--- src/design/vac_pkg.sv ---
`timescale 1ns / 1ps
`default_nettype none

package vac_pkg;

	// Byte counter width and the width reported on packet_length
	localparam int LENGTH_BITS     = 11;
	localparam int OUT_LENGTH_BITS = 11;
	// Room for 16 + 4 * count and for the counter itself
	localparam int SIZE_BITS       = LENGTH_BITS + 1;

	localparam logic [LENGTH_BITS-1:0] INDEX_MAX = {LENGTH_BITS{1'b1}};

	// Packet layout
	localparam int FIXED_HEADER_BYTES = 8;
	localparam int AUTH_BYTES         = 8;
	localparam int MIN_LENGTH         = FIXED_HEADER_BYTES + AUTH_BYTES;
	localparam int FIELD_BYTES        = 5;

	localparam logic [LENGTH_BITS-1:0] IDX_VER_TYPE   = LENGTH_BITS'(0);
	localparam logic [LENGTH_BITS-1:0] IDX_LAST_FIELD = LENGTH_BITS'(5);
	localparam logic [LENGTH_BITS-1:0] IDX_CKSUM_HI   = LENGTH_BITS'(6);
	localparam logic [LENGTH_BITS-1:0] IDX_CKSUM_LO   = LENGTH_BITS'(7);

	localparam logic [3:0] ADVERT_VERSION = 4'd2;
	localparam logic [3:0] TYPE_ADVERT    = 4'd1;

	// Summary queue between front and back
	localparam int QUEUE_DEPTH = 2;
	localparam int QPTR_BITS   = $clog2(QUEUE_DEPTH);
	localparam int QCNT_BITS   = $clog2(QUEUE_DEPTH + 1);

	typedef enum logic [2:0] {
		ST_OK           = 3'd0,
		ST_TOO_SMALL    = 3'd1,
		ST_BAD_VERSION  = 3'd2,
		ST_BAD_TYPE     = 3'd3,
		ST_BAD_SIZE     = 3'd4,
		ST_BAD_CHECKSUM = 3'd5
	} status_t;

	// Everything the back end needs about one finished packet
	typedef struct packed {
		logic [LENGTH_BITS-1:0]   length;
		logic [7:0]               first_byte;
		logic [8*FIELD_BYTES-1:0] fields;
		logic [15:0]              sum;
		logic [15:0]              recv_sum;
	} summary_t;

endpackage

`default_nettype wire

--- src/design/vac_front.sv ---
`timescale 1ns / 1ps
`default_nettype none

module vac_front (
	input  wire logic              clk,
	input  wire logic              arst_n,
	input  wire logic              accept,
	input  wire logic [7:0]        byte_value,
	input  wire logic              last_byte,
	output logic                   rec_push,
	output vac_pkg::summary_t      rec
);

	logic [vac_pkg::LENGTH_BITS-1:0]     byte_index_q, idx_d;
	logic [15:0]                         running_sum_q, sum_d;
	logic [7:0]                          high_half_q, high_d;
	logic [7:0]                          first_byte_q, first_d;
	logic [8*vac_pkg::FIELD_BYTES-1:0]   fields_q, fields_d;
	logic [15:0]                         recv_q, recv_d;

	logic                                counting;
	logic [vac_pkg::LENGTH_BITS-1:0]     idx_m1;
	logic [vac_pkg::LENGTH_BITS-1:0]     start;
	logic [vac_pkg::SIZE_BITS-1:0]       addr_end;
	logic                                take;
	logic [16:0]                         sum_wide;
	logic [7:0]                          count;

	assign counting = (byte_index_q != vac_pkg::INDEX_MAX);
	assign idx_m1   = byte_index_q - vac_pkg::LENGTH_BITS'(1);
	assign start    = {byte_index_q[vac_pkg::LENGTH_BITS-1:1], 1'b0};
	assign count    = fields_q[23:16];
	assign addr_end = vac_pkg::SIZE_BITS'(vac_pkg::FIXED_HEADER_BYTES)
		+ vac_pkg::SIZE_BITS'({count, 2'b00});
	assign take     = (start < vac_pkg::IDX_CKSUM_HI)
		|| ((vac_pkg::SIZE_BITS'(start) >= vac_pkg::SIZE_BITS'(vac_pkg::FIXED_HEADER_BYTES))
		&& (vac_pkg::SIZE_BITS'(start) < addr_end));
	assign sum_wide = {1'b0, running_sum_q} + {1'b0, high_half_q, byte_value};

	// Absorb the current byte into the next state
	always_comb begin
		idx_d    = byte_index_q;
		sum_d    = running_sum_q;
		high_d   = high_half_q;
		first_d  = first_byte_q;
		fields_d = fields_q;
		recv_d   = recv_q;
		if (counting) begin
			idx_d = byte_index_q + vac_pkg::LENGTH_BITS'(1);
			unique case (byte_index_q)
				vac_pkg::IDX_VER_TYPE: first_d = byte_value;
				vac_pkg::IDX_CKSUM_HI: recv_d[15:8] = byte_value;
				vac_pkg::IDX_CKSUM_LO: recv_d[7:0] = byte_value;
				default: begin
					if (byte_index_q <= vac_pkg::IDX_LAST_FIELD)
						fields_d[{idx_m1[2:0], 3'b000} +: 8] = byte_value;
				end
			endcase
			// Pair bytes into words, fold the end-around carry
			if (!byte_index_q[0]) begin
				high_d = byte_value;
			end else if (take) begin
				sum_d = sum_wide[15:0] + 16'(sum_wide[16]);
			end
		end
	end

	// Hand a finished packet to the queue
	assign rec_push        = accept && last_byte;
	assign rec.length      = idx_d;
	assign rec.first_byte  = first_d;
	assign rec.fields      = fields_d;
	assign rec.sum         = sum_d;
	assign rec.recv_sum    = recv_d;

	// Advance on every beat, clear after the last byte
	always_ff @(posedge clk or negedge arst_n) begin
		if (!arst_n) begin
			byte_index_q  <= '0;
			running_sum_q <= '0;
			high_half_q   <= '0;
			first_byte_q  <= '0;
			fields_q      <= '0;
			recv_q        <= '0;
		end else if (accept) begin
			if (last_byte) begin
				byte_index_q  <= '0;
				running_sum_q <= '0;
				high_half_q   <= '0;
				first_byte_q  <= '0;
				fields_q      <= '0;
				recv_q        <= '0;
			end else begin
				byte_index_q  <= idx_d;
				running_sum_q <= sum_d;
				high_half_q   <= high_d;
				first_byte_q  <= first_d;
				fields_q      <= fields_d;
				recv_q        <= recv_d;
			end
		end
	end

endmodule

`default_nettype wire

--- src/design/vac_queue.sv ---
`timescale 1ns / 1ps
`default_nettype none

module vac_queue (
	input  wire logic              clk,
	input  wire logic              arst_n,
	input  wire logic              push,
	input  vac_pkg::summary_t      push_data,
	output logic                   full,
	input  wire logic              pop,
	output vac_pkg::summary_t      pop_data,
	output logic                   empty
);

	vac_pkg::summary_t                  slots_q [vac_pkg::QUEUE_DEPTH];
	logic [vac_pkg::QPTR_BITS-1:0]      wr_ptr_q, rd_ptr_q;
	logic [vac_pkg::QCNT_BITS-1:0]      count_q;
	logic                               do_push, do_pop;

	assign full     = (count_q == vac_pkg::QCNT_BITS'(vac_pkg::QUEUE_DEPTH));
	assign empty    = (count_q == '0);
	assign do_push  = push && !full;
	assign do_pop   = pop && !empty;
	assign pop_data = slots_q[rd_ptr_q];

	// Store the summary of a finished packet
	always_ff @(posedge clk) begin
		if (do_push)
			slots_q[wr_ptr_q] <= push_data;
	end

	// Advance pointers and occupancy
	always_ff @(posedge clk or negedge arst_n) begin
		if (!arst_n) begin
			wr_ptr_q <= '0;
			rd_ptr_q <= '0;
			count_q  <= '0;
		end else begin
			if (do_push)
				wr_ptr_q <= (wr_ptr_q == vac_pkg::QPTR_BITS'(vac_pkg::QUEUE_DEPTH - 1))
					? '0 : wr_ptr_q + vac_pkg::QPTR_BITS'(1);
			if (do_pop)
				rd_ptr_q <= (rd_ptr_q == vac_pkg::QPTR_BITS'(vac_pkg::QUEUE_DEPTH - 1))
					? '0 : rd_ptr_q + vac_pkg::QPTR_BITS'(1);
			if (do_push && !do_pop)
				count_q <= count_q + vac_pkg::QCNT_BITS'(1);
			else if (do_pop && !do_push)
				count_q <= count_q - vac_pkg::QCNT_BITS'(1);
		end
	end

endmodule

`default_nettype wire

--- src/design/vac_back.sv ---
`timescale 1ns / 1ps
`default_nettype none

module vac_back (
	input  wire logic                                clk,
	input  wire logic                                arst_n,
	input  wire logic                                q_empty,
	input  vac_pkg::summary_t                        q_data,
	output logic                                     q_pop,
	output logic [2:0]                               status,
	output logic [7:0]                               router_id,
	output logic [7:0]                               priority_res,
	output logic [7:0]                               address_count,
	output logic [7:0]                               auth_kind,
	output logic [7:0]                               advert_interval,
	output logic [vac_pkg::OUT_LENGTH_BITS-1:0]      packet_length,
	output logic                                     empty,
	input  wire logic                                pop
);

	logic                            valid_q;
	logic                            load;
	vac_pkg::status_t                status_d;
	vac_pkg::status_t                status_q;
	logic [7:0]                      count;
	logic [vac_pkg::SIZE_BITS-1:0]   length_w, expect_len;
	logic [15:0]                     check;
	logic [7:0]                      router_q, prio_q, count_q, auth_q, interval_q;
	logic [vac_pkg::OUT_LENGTH_BITS-1:0] length_q;

	assign count      = q_data.fields[23:16];
	assign length_w   = vac_pkg::SIZE_BITS'(q_data.length);
	assign expect_len = vac_pkg::SIZE_BITS'(vac_pkg::MIN_LENGTH)
		+ vac_pkg::SIZE_BITS'({count, 2'b00});
	assign check      = ~q_data.sum;

	// Run the checks in priority order
	always_comb begin
		if (length_w < vac_pkg::SIZE_BITS'(vac_pkg::MIN_LENGTH))
			status_d = vac_pkg::ST_TOO_SMALL;
		else if (q_data.first_byte[7:4] != vac_pkg::ADVERT_VERSION)
			status_d = vac_pkg::ST_BAD_VERSION;
		else if (q_data.first_byte[3:0] != vac_pkg::TYPE_ADVERT)
			status_d = vac_pkg::ST_BAD_TYPE;
		else if (length_w != expect_len)
			status_d = vac_pkg::ST_BAD_SIZE;
		else if (check != q_data.recv_sum)
			status_d = vac_pkg::ST_BAD_CHECKSUM;
		else
			status_d = vac_pkg::ST_OK;
	end

	// Refill the result register when it is empty or being taken
	assign load  = !q_empty && (!valid_q || pop);
	assign q_pop = load;

	always_ff @(posedge clk or negedge arst_n) begin
		if (!arst_n) begin
			valid_q <= 1'b0;
		end else if (load) begin
			valid_q <= 1'b1;
		end else if (pop) begin
			valid_q <= 1'b0;
		end
	end

	// Hold result payload
	always_ff @(posedge clk) begin
		if (load) begin
			status_q   <= status_d;
			router_q   <= q_data.fields[7:0];
			prio_q     <= q_data.fields[15:8];
			count_q    <= count;
			auth_q     <= q_data.fields[31:24];
			interval_q <= q_data.fields[39:32];
			length_q   <= q_data.length[vac_pkg::OUT_LENGTH_BITS-1:0];
		end
	end

	assign empty           = !valid_q;
	assign status          = status_q;
	assign router_id       = router_q;
	assign priority_res    = prio_q;
	assign address_count   = count_q;
	assign auth_kind       = auth_q;
	assign advert_interval = interval_q;
	assign packet_length   = length_q;

endmodule

`default_nettype wire

--- src/design/vrrp_advert_checker_top.sv ---
// Channel   Handshake        Beat
// input     push / full      byte_value[7:0], last_byte
// result    empty / pop      status[2:0], router_id, priority_res, address_count,
//                            auth_kind, advert_interval, packet_length[10:0]
//
// One byte per cycle while full is low; the front end sums and stores in the cycle it takes the byte.
// At the edge that takes its last byte, a packet's summary enters the queue; the checks
// then load it into the result register once that register is empty or being popped.
// full rises only when the two-entry summary queue holds two finished packets.
// Reset (arst_n low) clears the byte counter, the checksum, the summary queue and the result valid flag.
`timescale 1ns / 1ps
`default_nettype none

module vrrp_advert_checker_top (
	input  wire logic                                clk,
	input  wire logic                                arst_n,
	input  wire logic                                push,
	output logic                                     full,
	input  wire logic [7:0]                          byte_value,
	input  wire logic                                last_byte,
	output logic                                     empty,
	input  wire logic                                pop,
	output logic [2:0]                               status,
	output logic [7:0]                               router_id,
	output logic [7:0]                               priority_res,
	output logic [7:0]                               address_count,
	output logic [7:0]                               auth_kind,
	output logic [7:0]                               advert_interval,
	output logic [vac_pkg::OUT_LENGTH_BITS-1:0]      packet_length
);

	logic              accept;
	logic              rec_push;
	vac_pkg::summary_t rec;
	logic              q_full, q_empty, q_pop;
	vac_pkg::summary_t q_data;

	assign full   = q_full;
	assign accept = push && !q_full;

	vac_front u_front (
		.clk        (clk),
		.arst_n     (arst_n),
		.accept     (accept),
		.byte_value (byte_value),
		.last_byte  (last_byte),
		.rec_push   (rec_push),
		.rec        (rec)
	);

	vac_queue u_queue (
		.clk       (clk),
		.arst_n    (arst_n),
		.push      (rec_push),
		.push_data (rec),
		.full      (q_full),
		.pop       (q_pop),
		.pop_data  (q_data),
		.empty     (q_empty)
	);

	vac_back u_back (
		.clk             (clk),
		.arst_n          (arst_n),
		.q_empty         (q_empty),
		.q_data          (q_data),
		.q_pop           (q_pop),
		.status          (status),
		.router_id       (router_id),
		.priority_res    (priority_res),
		.address_count   (address_count),
		.auth_kind       (auth_kind),
		.advert_interval (advert_interval),
		.packet_length   (packet_length),
		.empty           (empty),
		.pop             (pop)
	);

endmodule

`default_nettype wire

--- config.mk ---
export PLATFORM = sky130hd
export DESIGN_NAME = vrrp_advert_checker_top
export DESIGN_NICKNAME = d
export VERILOG_FILES = /design/src/design/vac_pkg.sv /design/src/design/vac_front.sv /design/src/design/vac_queue.sv /design/src/design/vac_back.sv /design/src/design/vrrp_advert_checker_top.sv
export SDC_FILE = /design/constraint.sdc
export NUM_CORES = 1
export LEC_CHECK = 0
export BUFFER_PORTS_ARGS = -buffer_cell sky130_fd_sc_hd__buf_2
export CAP_MARGIN = 0
export CORE_ASPECT_RATIO = 0.6
export CORE_UTILIZATION = 35
export DETAILED_ROUTE_END_ITERATION = 7
export PLACE_DENSITY = 0.5
export SLEW_MARGIN = 20
export SYNTH_ARGS = -nofsm -noshare
export SYNTH_HDL_FRONTEND = slang
export SYNTH_SLANG_ARGS = --single-unit
--- constraint.sdc ---
create_clock -name clk -period 6.1 [get_ports clk]
set_clock_uncertainty 0.2 [all_clocks]
set_input_delay 0.61 -clock clk [delete_from_list [all_inputs] [get_ports clk]]
set_output_delay 0.61 -clock clk [all_outputs]
set_load 0.1 [all_outputs]
* Word level (Yosys, flattened, before mapping)
Memories as Yosys holds them, arrays and structs flattened.
Cells that the tools add are included.
** Cells by class
- Bitwise logic cells :: 1
- Equality and inequality tests :: 9
- Shifts and indexed selects :: 2
- Add/subtract/negate cells :: 11
- Div/mod/pow operators :: 0
- Muxes and demuxes :: 33
- Reduce and logical (&&, ||, !) cells :: 23
- $lt $le $gt $ge :: 5
- $mul :: 0
** Operators by type and width (count)
- 40-bit two-way mux :: 4
- 16-bit two-way mux :: 6
- 8-bit two-way mux :: 8
- 40-bit bitwise mux :: 1
- 8-bit by 8-bit variable shift with 40-bit output (first input constant) :: 1
- 8-bit by 8-bit indexed part select with 40-bit output :: 1
- 11-bit by 3-bit equality test with 1-bit output (second input constant) :: 2
- 11-bit two-way mux :: 2
- 16-bit by 16-bit adder with 17-bit output :: 1
- 16-bit by 1-bit adder with 16-bit output :: 1
- 16-bit inequality test :: 1
- 16-bit NOT :: 1
- 11-bit by 12-bit inequality test with 1-bit output :: 1
- 11-bit by 1-bit adder with 11-bit output (second input constant) :: 1
- 4-bit by 10-bit adder with 11-bit output (first input constant) :: 1
- 5-bit by 10-bit adder with 11-bit output (first input constant) :: 1
- 11-bit by 4-bit greater-or-equal comparator with 1-bit output (second input constant) :: 1
- 11-bit by 3-bit less-or-equal comparator with 1-bit output (second input constant) :: 1
- 11-bit logical NOT :: 1
- 11-bit less-than comparator :: 1
- 11-bit by 3-bit less-than comparator with 1-bit output (second input constant) :: 1
- 11-bit by 5-bit less-than comparator with 1-bit output (second input constant) :: 1
- 11-bit inequality test (second input constant) :: 1
- 1-bit logical AND :: 8
- 18 further kinds :: 36
** Storage, ports and cells
- ROM bits :: 0
- Bits of input ports :: 13
- Word-level logic and storage cells :: 103
- Memories kept :: 1
- Bits in latches :: 0
- Bits in writable memories :: 182
- Flip-flop bits (word level) :: 158
** Memories
- u_queue.slots_q :: words 2, bits a word 91, read ports 1, clocked after Yosys merged registers in 0, write ports 1, RTL line vac_queue.sv:15 : vac_pkg::summary_t slots_q [vac_pkg::QUEUE_DEPTH];

* Logic depth before layout (Yosys ltp)
Gate-level depths: netlist of the first run.
- Depth in word-level cells :: 9
- Depth in mapped cells :: 16
- Depth with buffers taken out :: 16

* Hierarchy
A second synthesis of the first run with hierarchy kept.
** Unflattened totals
- Cell total of the unflattened synthesis :: 1132
- Area, all modules :: 16105.4 sq um
** By module, submodules not included
- vac_queue :: seq. area each 5565.3 sq um, cells an instance 302, area an instance 7163.1 sq um, times used 1
- vac_front :: seq. area each 2477.4 sq um, cells an instance 703, area an instance 6769.0 sq um, times used 1
- vac_back :: seq. area each 1646.6 sq um, cells an instance 126, area an instance 2159.6 sq um, times used 1
- vrrp_advert_checker_top :: seq. area each 0.0 sq um, cells an instance 1, area an instance 13.8 sq um, times used 1

* Worst setup path before layout of the first run
No wires, ideal clock.
- Path kind :: input to register
- From :: input push
- To :: memory u_queue.slots_q[0][0] (netlist name) (enable)
- Arrival time :: 4.898 ns
- Setup slack :: 0.460 ns
- Required time :: 5.358 ns
- Library setup time :: 0.542 ns
- Stages on the path :: 4
- Cell sequence :: and2_1 clkbuf_1 nand2_1 nor2_1
** Between the ends
- Word-level cells in the longest chain between the ends :: 5
** Ends and longest elaborated chain
- from (decl) :: RTL line vrrp_advert_checker_top.sv:17 : input wire logic push,
- 1-bit logical AND :: RTL line vrrp_advert_checker_top.sv:39 : assign accept = push && !q_full;
- 1-bit logical AND :: RTL line vac_front.sv:69 : assign rec_push = accept && last_byte;
- 1-bit logical AND :: RTL line vac_queue.sv:22 : assign do_push = push && !full;
- 1-bit two-way mux :: RTL line vac_queue.sv:28 : if (do_push)
- 1-bit two-way mux (implied by the code) :: RTL line vac_queue.sv:29 : slots_q[wr_ptr_q] <= push_data;
- to (decl) :: RTL line vac_queue.sv:15
Every way passes these cells.

==> flow_metrics.env, run 1 <==
export IMPL_status="finished clean"
export IMPL_crit_chain="ha_1, nand2_1, o21ai_1, a31oi_4, o211ai_2, a21oi_1, o21bai_1, ha_1, and3_1, nand3_2, or2_1, or3_1, nor3_1, xnor2_1, mux2_4"
export IMPL_wl_per_cell_um=22.1
export IMPL_avgSynthCellArea_sq_um=14.0
export IMPL_dieArea_sq_mm=0.0444
export IMPL_drive_above_1_share_pct=22.1
export IMPL_drv_cap=0
export IMPL_grt_most_used_layer="met1"
export IMPL_port_buffers=68
export IMPL_tightest_slew_ns=1.12
export IMPL_grt_met1_usage_pct=29.9
export IMPL_core_area_sq_mm=0.0424
export IMPL_max_freq_mhz=233
export IMPL_cts_tree="built"
export IMPL_drt_iter0_drc=761
export IMPL_via_count=9256
export IMPL_slowest_stage="ha_1"
export IMPL_synth_top_area_share_pct=46.5
export IMPL_final_hold_violation_count=0
export IMPL_antenna_found_initial=3
export IMPL_synth_seq_area_share_pct=63.6
export IMPL_setup_violations=0
export IMPL_die_w_um=271
export IMPL_arrival_ns=4.37
export IMPL_routed_wl_mm=38.9
export IMPL_critPathKind="reg2reg"
export IMPL_syn2layout_area_growth_pct=14.4
export IMPL_cts_buffers_inserted=35
export IMPL_synth_edf_count=236
export IMPL_synth_ff_type="edfxtp_1"
export IMPL_final_cell_mix="edfxtp_1 (236), dfrtp_1 (103), mux2_2 (99)"
export IMPL_path_common_cell="ha_1"
export IMPL_r2r_start="u_front.running_sum_q[9]$_DFFE_PN0P_"
export IMPL_ys_ff_latch=340
export IMPL_yosys_warnings=0
export IMPL_rsz0062_at_grt="no"
export IMPL_antenna_left=0
export IMPL_htree_levels=2
export IMPL_critPathBufInv=0
export IMPL_synth_simple_area_share_pct=7.18
export IMPL_grt_met3_usage_pct=3.60
export IMPL_dp_hpwl_mm=25.9
export IMPL_clkLatencyLatePin_ns=0.53
export IMPL_grt_max_degree=92
export IMPL_startpoint_type="register"
export IMPL_finalNonFillerCells=1759
export IMPL_worstSetupStartpoint="u_front.running_sum_q[9]$_DFFE_PN0P_"
export IMPL_use_met2_pct=22.3
export IMPL_start_util_pct=35.9
export IMPL_final_common_cell="edfxtp_1"
export IMPL_dpl_cell_count=1694
export IMPL_crit_fanout=8
export IMPL_synth_adder_area_share_pct=3.25
export IMPL_viasPerCell=5.26
export IMPL_drv_slew=0
export IMPL_syn_area_sq_mm=0.0152
export IMPL_ir_drop_mv=0.401
export IMPL_crit_path_end_kind="register"
export IMPL_hp_start="pop"
export IMPL_clockBufferDepth=3
export IMPL_synth_top_family_by_area="compound AO/OA/AOI/OAI gates"
export IMPL_fillers=3998
export IMPL_syn_num_nets=1141
export IMPL_gp_congestion=0.859
export IMPL_min_period_ns=4.29
export IMPL_grt_overflow_total=0
export IMPL_cp_top_family="simple AND/OR/NAND/NOR gates"
export IMPL_cellPowerDensity_mw_per_mm2=547
export IMPL_nets=1214
export IMPL_p_leak_nw=6.73
export IMPL_ctsRootBufferMaster="clkbuf_16"
export IMPL_max_stage_delay_ns=0.50
export IMPL_synth_cell_types=73
export IMPL_netlist_top_cells_area="edfxtp_1 (47%), dfrtp_1 (17%), mux2_2 (7.3%)"
export IMPL_drc=0
export IMPL_clkTransAtPathRegs_ns=0.07
export IMPL_synth_compound_area_share_pct=11.4
export IMPL_async_flop_share_pct=30.6
export IMPL_synth_top_area_cell="edfxtp_1"
export IMPL_io_pins=69
export IMPL_grt_pass1_vias=8980
export IMPL_chipHeight_um=164
export IMPL_synth_xor_area_share_pct=4.82
export IMPL_max_slew_margin_rel_pct=24.7
export IMPL_cp_data_required_time_ns=6.17
export IMPL_track_usage_pct=17.7
export IMPL_cts_sinks=340
export IMPL_rows=58
export IMPL_grt_pass1_wl_mm=58.4
export IMPL_fin_crit_sh_pct=70.4
export IMPL_drt_first_pass_iters=4
export IMPL_synthesis_instances=1089
export IMPL_cts_repair_resized=0
export IMPL_synthMuxAreaShare_pct=7.81
export IMPL_min_path_type="in2reg"
export IMPL_setup_tns_ns=0
export IMPL_ff_latch_area_sq_mm=0.00969
export IMPL_multi_input_area_sq_mm=0.00527
through the flow:
stage	util [%]	hold slack (ns)	total power, W	area, sq um	setup WS, ns
2_1_floorplan	-	0.114	0.00641	15200	0.460
3_3_place_gp	38.3	0.282	0.00732	16200	1.48
3_5_place_dp	38.3	0.287	0.00733	16200	1.40
4_1_cts	41.1	0.152	0.00959	17400	1.84
5_1_grt	41.1	0.161	0.00998	17400	1.52
6_report	41.1	0.172	0.00952	17400	1.81
cells in the mapped netlist, drive strengths merged (6+ instances only):
master	instances
a21o	9
and3	13
a22o	81
nand2b	7
buf	8
nand3	18
a22oi	25
mux2	100
a21oi	29
mux2i	6
o21ai	53
inv	27
ha	38
nor3	13
edfxtp	236
xor2	39
clkbuf	39
nand4	9
nand2	86
xnor2	44
nor4	16
dfrtp	104
nor2	29
final timing paths:
| check | slack, ns | depth (start not counted) | end |
|---|---|---|---|
| worst max register to register | 1.81 | 15 | u_queue.slots_q[0][29]$_DFFE_PP_ |
| min in group asynchronous | 0.53 | 2 | u_front.fields_q[11]$_DFFE_PN0P_ |
| worst min register to register | 0.30 | 1 | u_front.fields_q[2]$_DFFE_PN0P_ |
| worst max-delay path | 1.81 | 15 | u_queue.slots_q[0][29]$_DFFE_PP_ |
| worst min-delay path | 0.17 | 3 | u_back.valid_q$_DFFE_PN0P_ |
| max in group asynchronous | 3.94 | 3 | u_front.first_byte_q[2]$_DFFE_PN0P_ |
logic make-up (layout without fill, tap and decap cells):
kind of cell	count (synthesis)	count (layout)
other	0	1
buffers and inverters	74	173
adders and majority gates	39	39
muxes	106	106
and+or+nand+nor	213	213
xor gates and xnor gates	83	83
AOI/OAI and AO/OA	234	234
DFF	340	340
worst reg2reg max path, stage by stage (launching register included):
cell      delay, ns
dfrtp_1        0.43
ha_1           0.50
nand2_1        0.09
o21ai_1        0.49
a31oi_4        0.08
o211ai_2       0.22
a21oi_1        0.11
o21bai_1       0.16
ha_1           0.18
and3_1         0.22
nand3_2        0.12
or2_1          0.27
or3_1          0.35
nor3_1         0.19
xnor2_1        0.13
mux2_4         0.30
state kept, by name, summed over array words and instances, names as in the netlist, 11 cells and up:
register,flops
u_queue.slots_q,182
u_front.running_sum_q,16
u_front.fields_q,40
u_back.packet_length,11
u_front.recv_q,16
u_front.byte_index_q,11
timing repair:
| action | CTS | global route |
|---|---|---|
| hold buffers | 1 | 0 |
| endpoints found under the hold margin | 2 | 0 |
| setup buffers | 0 | 0 |
power breakdown:
part,switching (W),internal (W)
registers,0.000326,0.00321
clock network,0.000912,0.00131
logic,0.00273,0.00104
per-layer routing:
| metal | share of wire [%] | up-vias |
|---|---|---|
| met3 | 5.9 | 44 |
| met4 | 1.4 | 0 |
| met1 | 56 | 4693 |
| met2 | 37 | 245 |
| met5 | 0 | - |
| li1 | - | 4274 |
layout make-up:
cell class / instances / share of cell area, %
multi-input combinational: 675 / 30.2
clock buffer: 48 / 5.67
timing repair buffer: 83 / 2.70
sequential: 340 / 55.6
inverter: 27 / 0.582
antenna: 1 / 0.0144
clock inverter: 15 / 1.06
tap: 570 / 4.10
Power figures use the tool's default switching activity.
==> run 2, diff against run 1 <==
- ABC_AREA: not set -> 1
- clock period: 6.1 -> 4.4 ns (I/O delays scaled with it)
==> flow_metrics.env, run 2 <==
export IMPL_rows=59
export IMPL_status="complete, but fails checks"
export IMPL_io_pins=69
export IMPL_syn2layout_area_growth_pct=15.2
export IMPL_drv_cap=0
export IMPL_post_cts_setup_buffer_count=0
export IMPL_grt_pass1_vias=10664
export IMPL_cellPowerDensity_mw_per_mm2=780
export IMPL_max_stage_delay_ns=0.43
export IMPL_clkLatencyLatePin_ns=0.52
export IMPL_setup_violations=0
export IMPL_drv_slew=0
export IMPL_wl_per_cell_um=18.4
export IMPL_dieArea_sq_mm=0.0454
export IMPL_pwr_share_clk_pct=22.6
export IMPL_r2r_cells=20
export IMPL_tightest_slew_ns=0.928
export IMPL_regMostFlops="u_queue.slots_q"
export IMPL_cts_buffers_inserted=34
export IMPL_rsz0062_at_grt="no"
export IMPL_hold_path_endpoint="u_queue.wr_ptr_q$_DFFE_PN0P_"
export IMPL_avgSynthCellArea_sq_um=9.88
export IMPL_cts_tree="built"
export IMPL_nets=1718
export IMPL_final_cell_area_sq_mm=0.0180
export IMPL_largest_reg_flops=182
export IMPL_htree_levels=2
export IMPL_crit_chain="ha_1, nand2_1, nor3_1, and2_1, nand2_1, nand2_1, a21oi_1, o21bai_1, ha_1, ha_1, inv_1, nor2_1, nand3_1, nor2_1, nand4_1, nor2_1, nand2_1, nand2_1, nand2_1, a21boi_0"
export IMPL_violations="design-rule violations"
export IMPL_critPathKind="reg2reg"
export IMPL_chipHeight_um=165
export IMPL_drt_first_pass_iters=7
export IMPL_clockBufferDepth=3
export IMPL_synth_top_area_cell="edfxtp_1"
export IMPL_cp_top_family="simple AND/OR/NAND/NOR gates"
export IMPL_max_slew_margin_rel_pct=38.1
export IMPL_dpl_cell_area_sq_mm=0.0167
export IMPL_synth_edf_count=236
export IMPL_cp_data_required_time_ns=4.53
export IMPL_cts_repair_resized=0
export IMPL_ctsRootBufferMaster="clkbuf_16"
export IMPL_final_cell_mix="nand2_1 (497), edfxtp_1 (236), inv_1 (180)"
export IMPL_port_buffers=68
export IMPL_r2r_start="u_front.running_sum_q[10]$_DFFE_PN0P_"
export IMPL_clkTransAtPathRegs_ns=0.07
export IMPL_crit_path_end_kind="register"
export IMPL_p_int_w=0.00765
export IMPL_r2r_setup_slack_ns=0.51
export IMPL_critPathBufInv=1
export IMPL_dp_hpwl_mm=28.5
export IMPL_worstHoldPathCells=4
export IMPL_timing_rr_end="u_queue.slots_q[1][30]$_DFFE_PP_"
export IMPL_pwr_share_comb_pct=43.4
export IMPL_path_common_cell="nand2_1"
export IMPL_grt_pass1_wl_mm=64.2
export IMPL_drc=13
export IMPL_arrival_ns=4.02
export IMPL_cts_sinks=340
export IMPL_hold_buffers=2
export IMPL_synthesis_instances=1578
export IMPL_final_util_pct=41.2
export IMPL_ys_ff_latch=340
export IMPL_routed_wl_mm=41.7
export IMPL_syn_num_nets=1630
export IMPL_antenna_left=0
export IMPL_p_sw_share_pct=45.4
export IMPL_core_area_sq_mm=0.0436
export IMPL_netlist_top_cells_area="edfxtp_1 (45%), dfrtp_1 (17%), nand2_1 (12%)"
export IMPL_yosysMostFrequentCell="nand2_1"
export IMPL_die_w_um=274
export IMPL_final_common_cell="nand2_1"
export IMPL_holdWs_ns=0.130
export IMPL_start_util_pct=35.7
export IMPL_diodes=0
export IMPL_p_leak_nw=7.98
export IMPL_drive_above_1_share_pct=10.7
export IMPL_synth_cell_types=43
export IMPL_antenna_found_initial=3
export IMPL_synth_top_area_share_pct=45.5
export IMPL_grt_max_degree=87
export IMPL_grt_overflow_total=0
export IMPL_switchingPower_w=0.00636
export IMPL_synth_seq_area_share_pct=62.2
export IMPL_synth_ff_type="edfxtp_1"
export IMPL_yosys_warnings=0
export IMPL_reg_largest_list="u_queue.slots_q x182, u_front.fields_q x40"
export IMPL_final_hold_violation_count=0
export IMPL_async_flop_share_pct=30.6
export IMPL_seqPwrFrac_pct=33.9
export IMPL_fin_crit_sh_pct=88.4
export IMPL_max_freq_mhz=257
export IMPL_min_path_type="in2reg"
export IMPL_crit_fanout=5
export IMPL_viasPerCell=4.88
export IMPL_min_period_ns=3.89
export IMPL_hp_start="push"
export IMPL_slowest_stage="ha_1"
export IMPL_fillers=4231
export IMPL_drt_iter0_drc=1001
export IMPL_via_count=11088
export IMPL_track_usage_pct=18.9
export IMPL_ir_drop_mv=0.495
export IMPL_syn_area_sq_mm=0.0156
export IMPL_ys_top_cells_by_count="nand2_1 (497), edfxtp_1 (236), inv_1 (180)"
export IMPL_gp_congestion=0.914
export IMPL_startpoint_type="register"
[run 2: cell types whose count changed in the layout (fill, tap and decap cells not counted), moves of 57 or more]
cell	delta
o21ai_0	+57
a22o_1	-63
nand3_1	+57
mux2_2	-99
nand2_1	+412
inv_1	+154
[run 2: layout make-up]
class,instances,area (sq um),area share [%]
clock inverters,23,309,1.72
flip-flops and latches,340,9690,54.0
clock buffers,38,897,5.00
inverters,185,694,3.87
well taps,579,724,4.03
repair buffers,98,586,3.26
multi-input cells,1007,5060,28.2
[run 2: worst max-delay path by stage]
stage | from | to | depth (start not counted)
floorplan | u_queue.count_q[1]$_DFFE_PN0P_ | u_queue.slots_q[0][0]$_DFFE_PP_ | 5
detailed placement | byte_value[6] | u_queue.slots_q[1][30]$_DFFE_PP_ | 21
CTS | u_front.running_sum_q[11]$_DFFE_PN0P_ | u_queue.slots_q[0][30]$_DFFE_PP_ | 20
global route | u_front.running_sum_q[11]$_DFFE_PN0P_ | u_queue.slots_q[0][30]$_DFFE_PP_ | 20
finish | u_front.running_sum_q[10]$_DFFE_PN0P_ | u_queue.slots_q[1][30]$_DFFE_PP_ | 20
global placement | byte_value[0] | u_queue.slots_q[0][30]$_DFFE_PP_ | 23
[run 2: layer usage]
layer  global-route usage (%)  part of all wire (%)
met4                     3.59                   1.3
met5                        0                 0.019
met3                     4.19                   6.2
met1                     29.8                    53
met2                     26.0                    39
[run 2: kinds of logic (layout without fill, tap and decap cells)]
group,count (synthesis),after routing,synth area share (%)
and+or+nand+nor,709,709,18.7
DFF,340,340,62.2
buffers and inverters,231,344,5.65
AOI/OAI and AO/OA,215,215,7.85
xor gates and xnor gates,44,44,2.47
adders and majority gates,39,39,3.18
[run 2: stage by stage]
| step | worst slack, ns | cells | power [W] | setup TNS (ns) |
|---|---|---|---|---|
| after detailed placement | 0.325 | 2207 | 0.0109 | 0 |
| after CTS | 0.522 | 2270 | 0.0141 | 0 |
| after global placement | 0.446 | 2207 | 0.0109 | 0 |
| after global routing | 0.0677 | 2270 | 0.0148 | 0 |
| final | 0.512 | 2270 | 0.0140 | 0 |
| after floorplan | -1.22 | 1578 | 0.00940 | -227.78 |
[run 2: worst min-delay path: stages]
cell     delay (ns)
buf_2          0.11
o21ai_2        0.06
nor2_1         0.08
xor2_1         0.13
[run 2: power by group through the flow]
stage	combinational (W)	clock [W]	sequential, W
final	0.00609	0.00317	0.00475
after global routing	0.00664	0.00337	0.00483
after CTS	0.00613	0.00324	0.00476
after detailed placement	0.00610	0	0.00482
after global placement	0.00608	0	0.00480
after floorplan	0.00270	0	0.00670
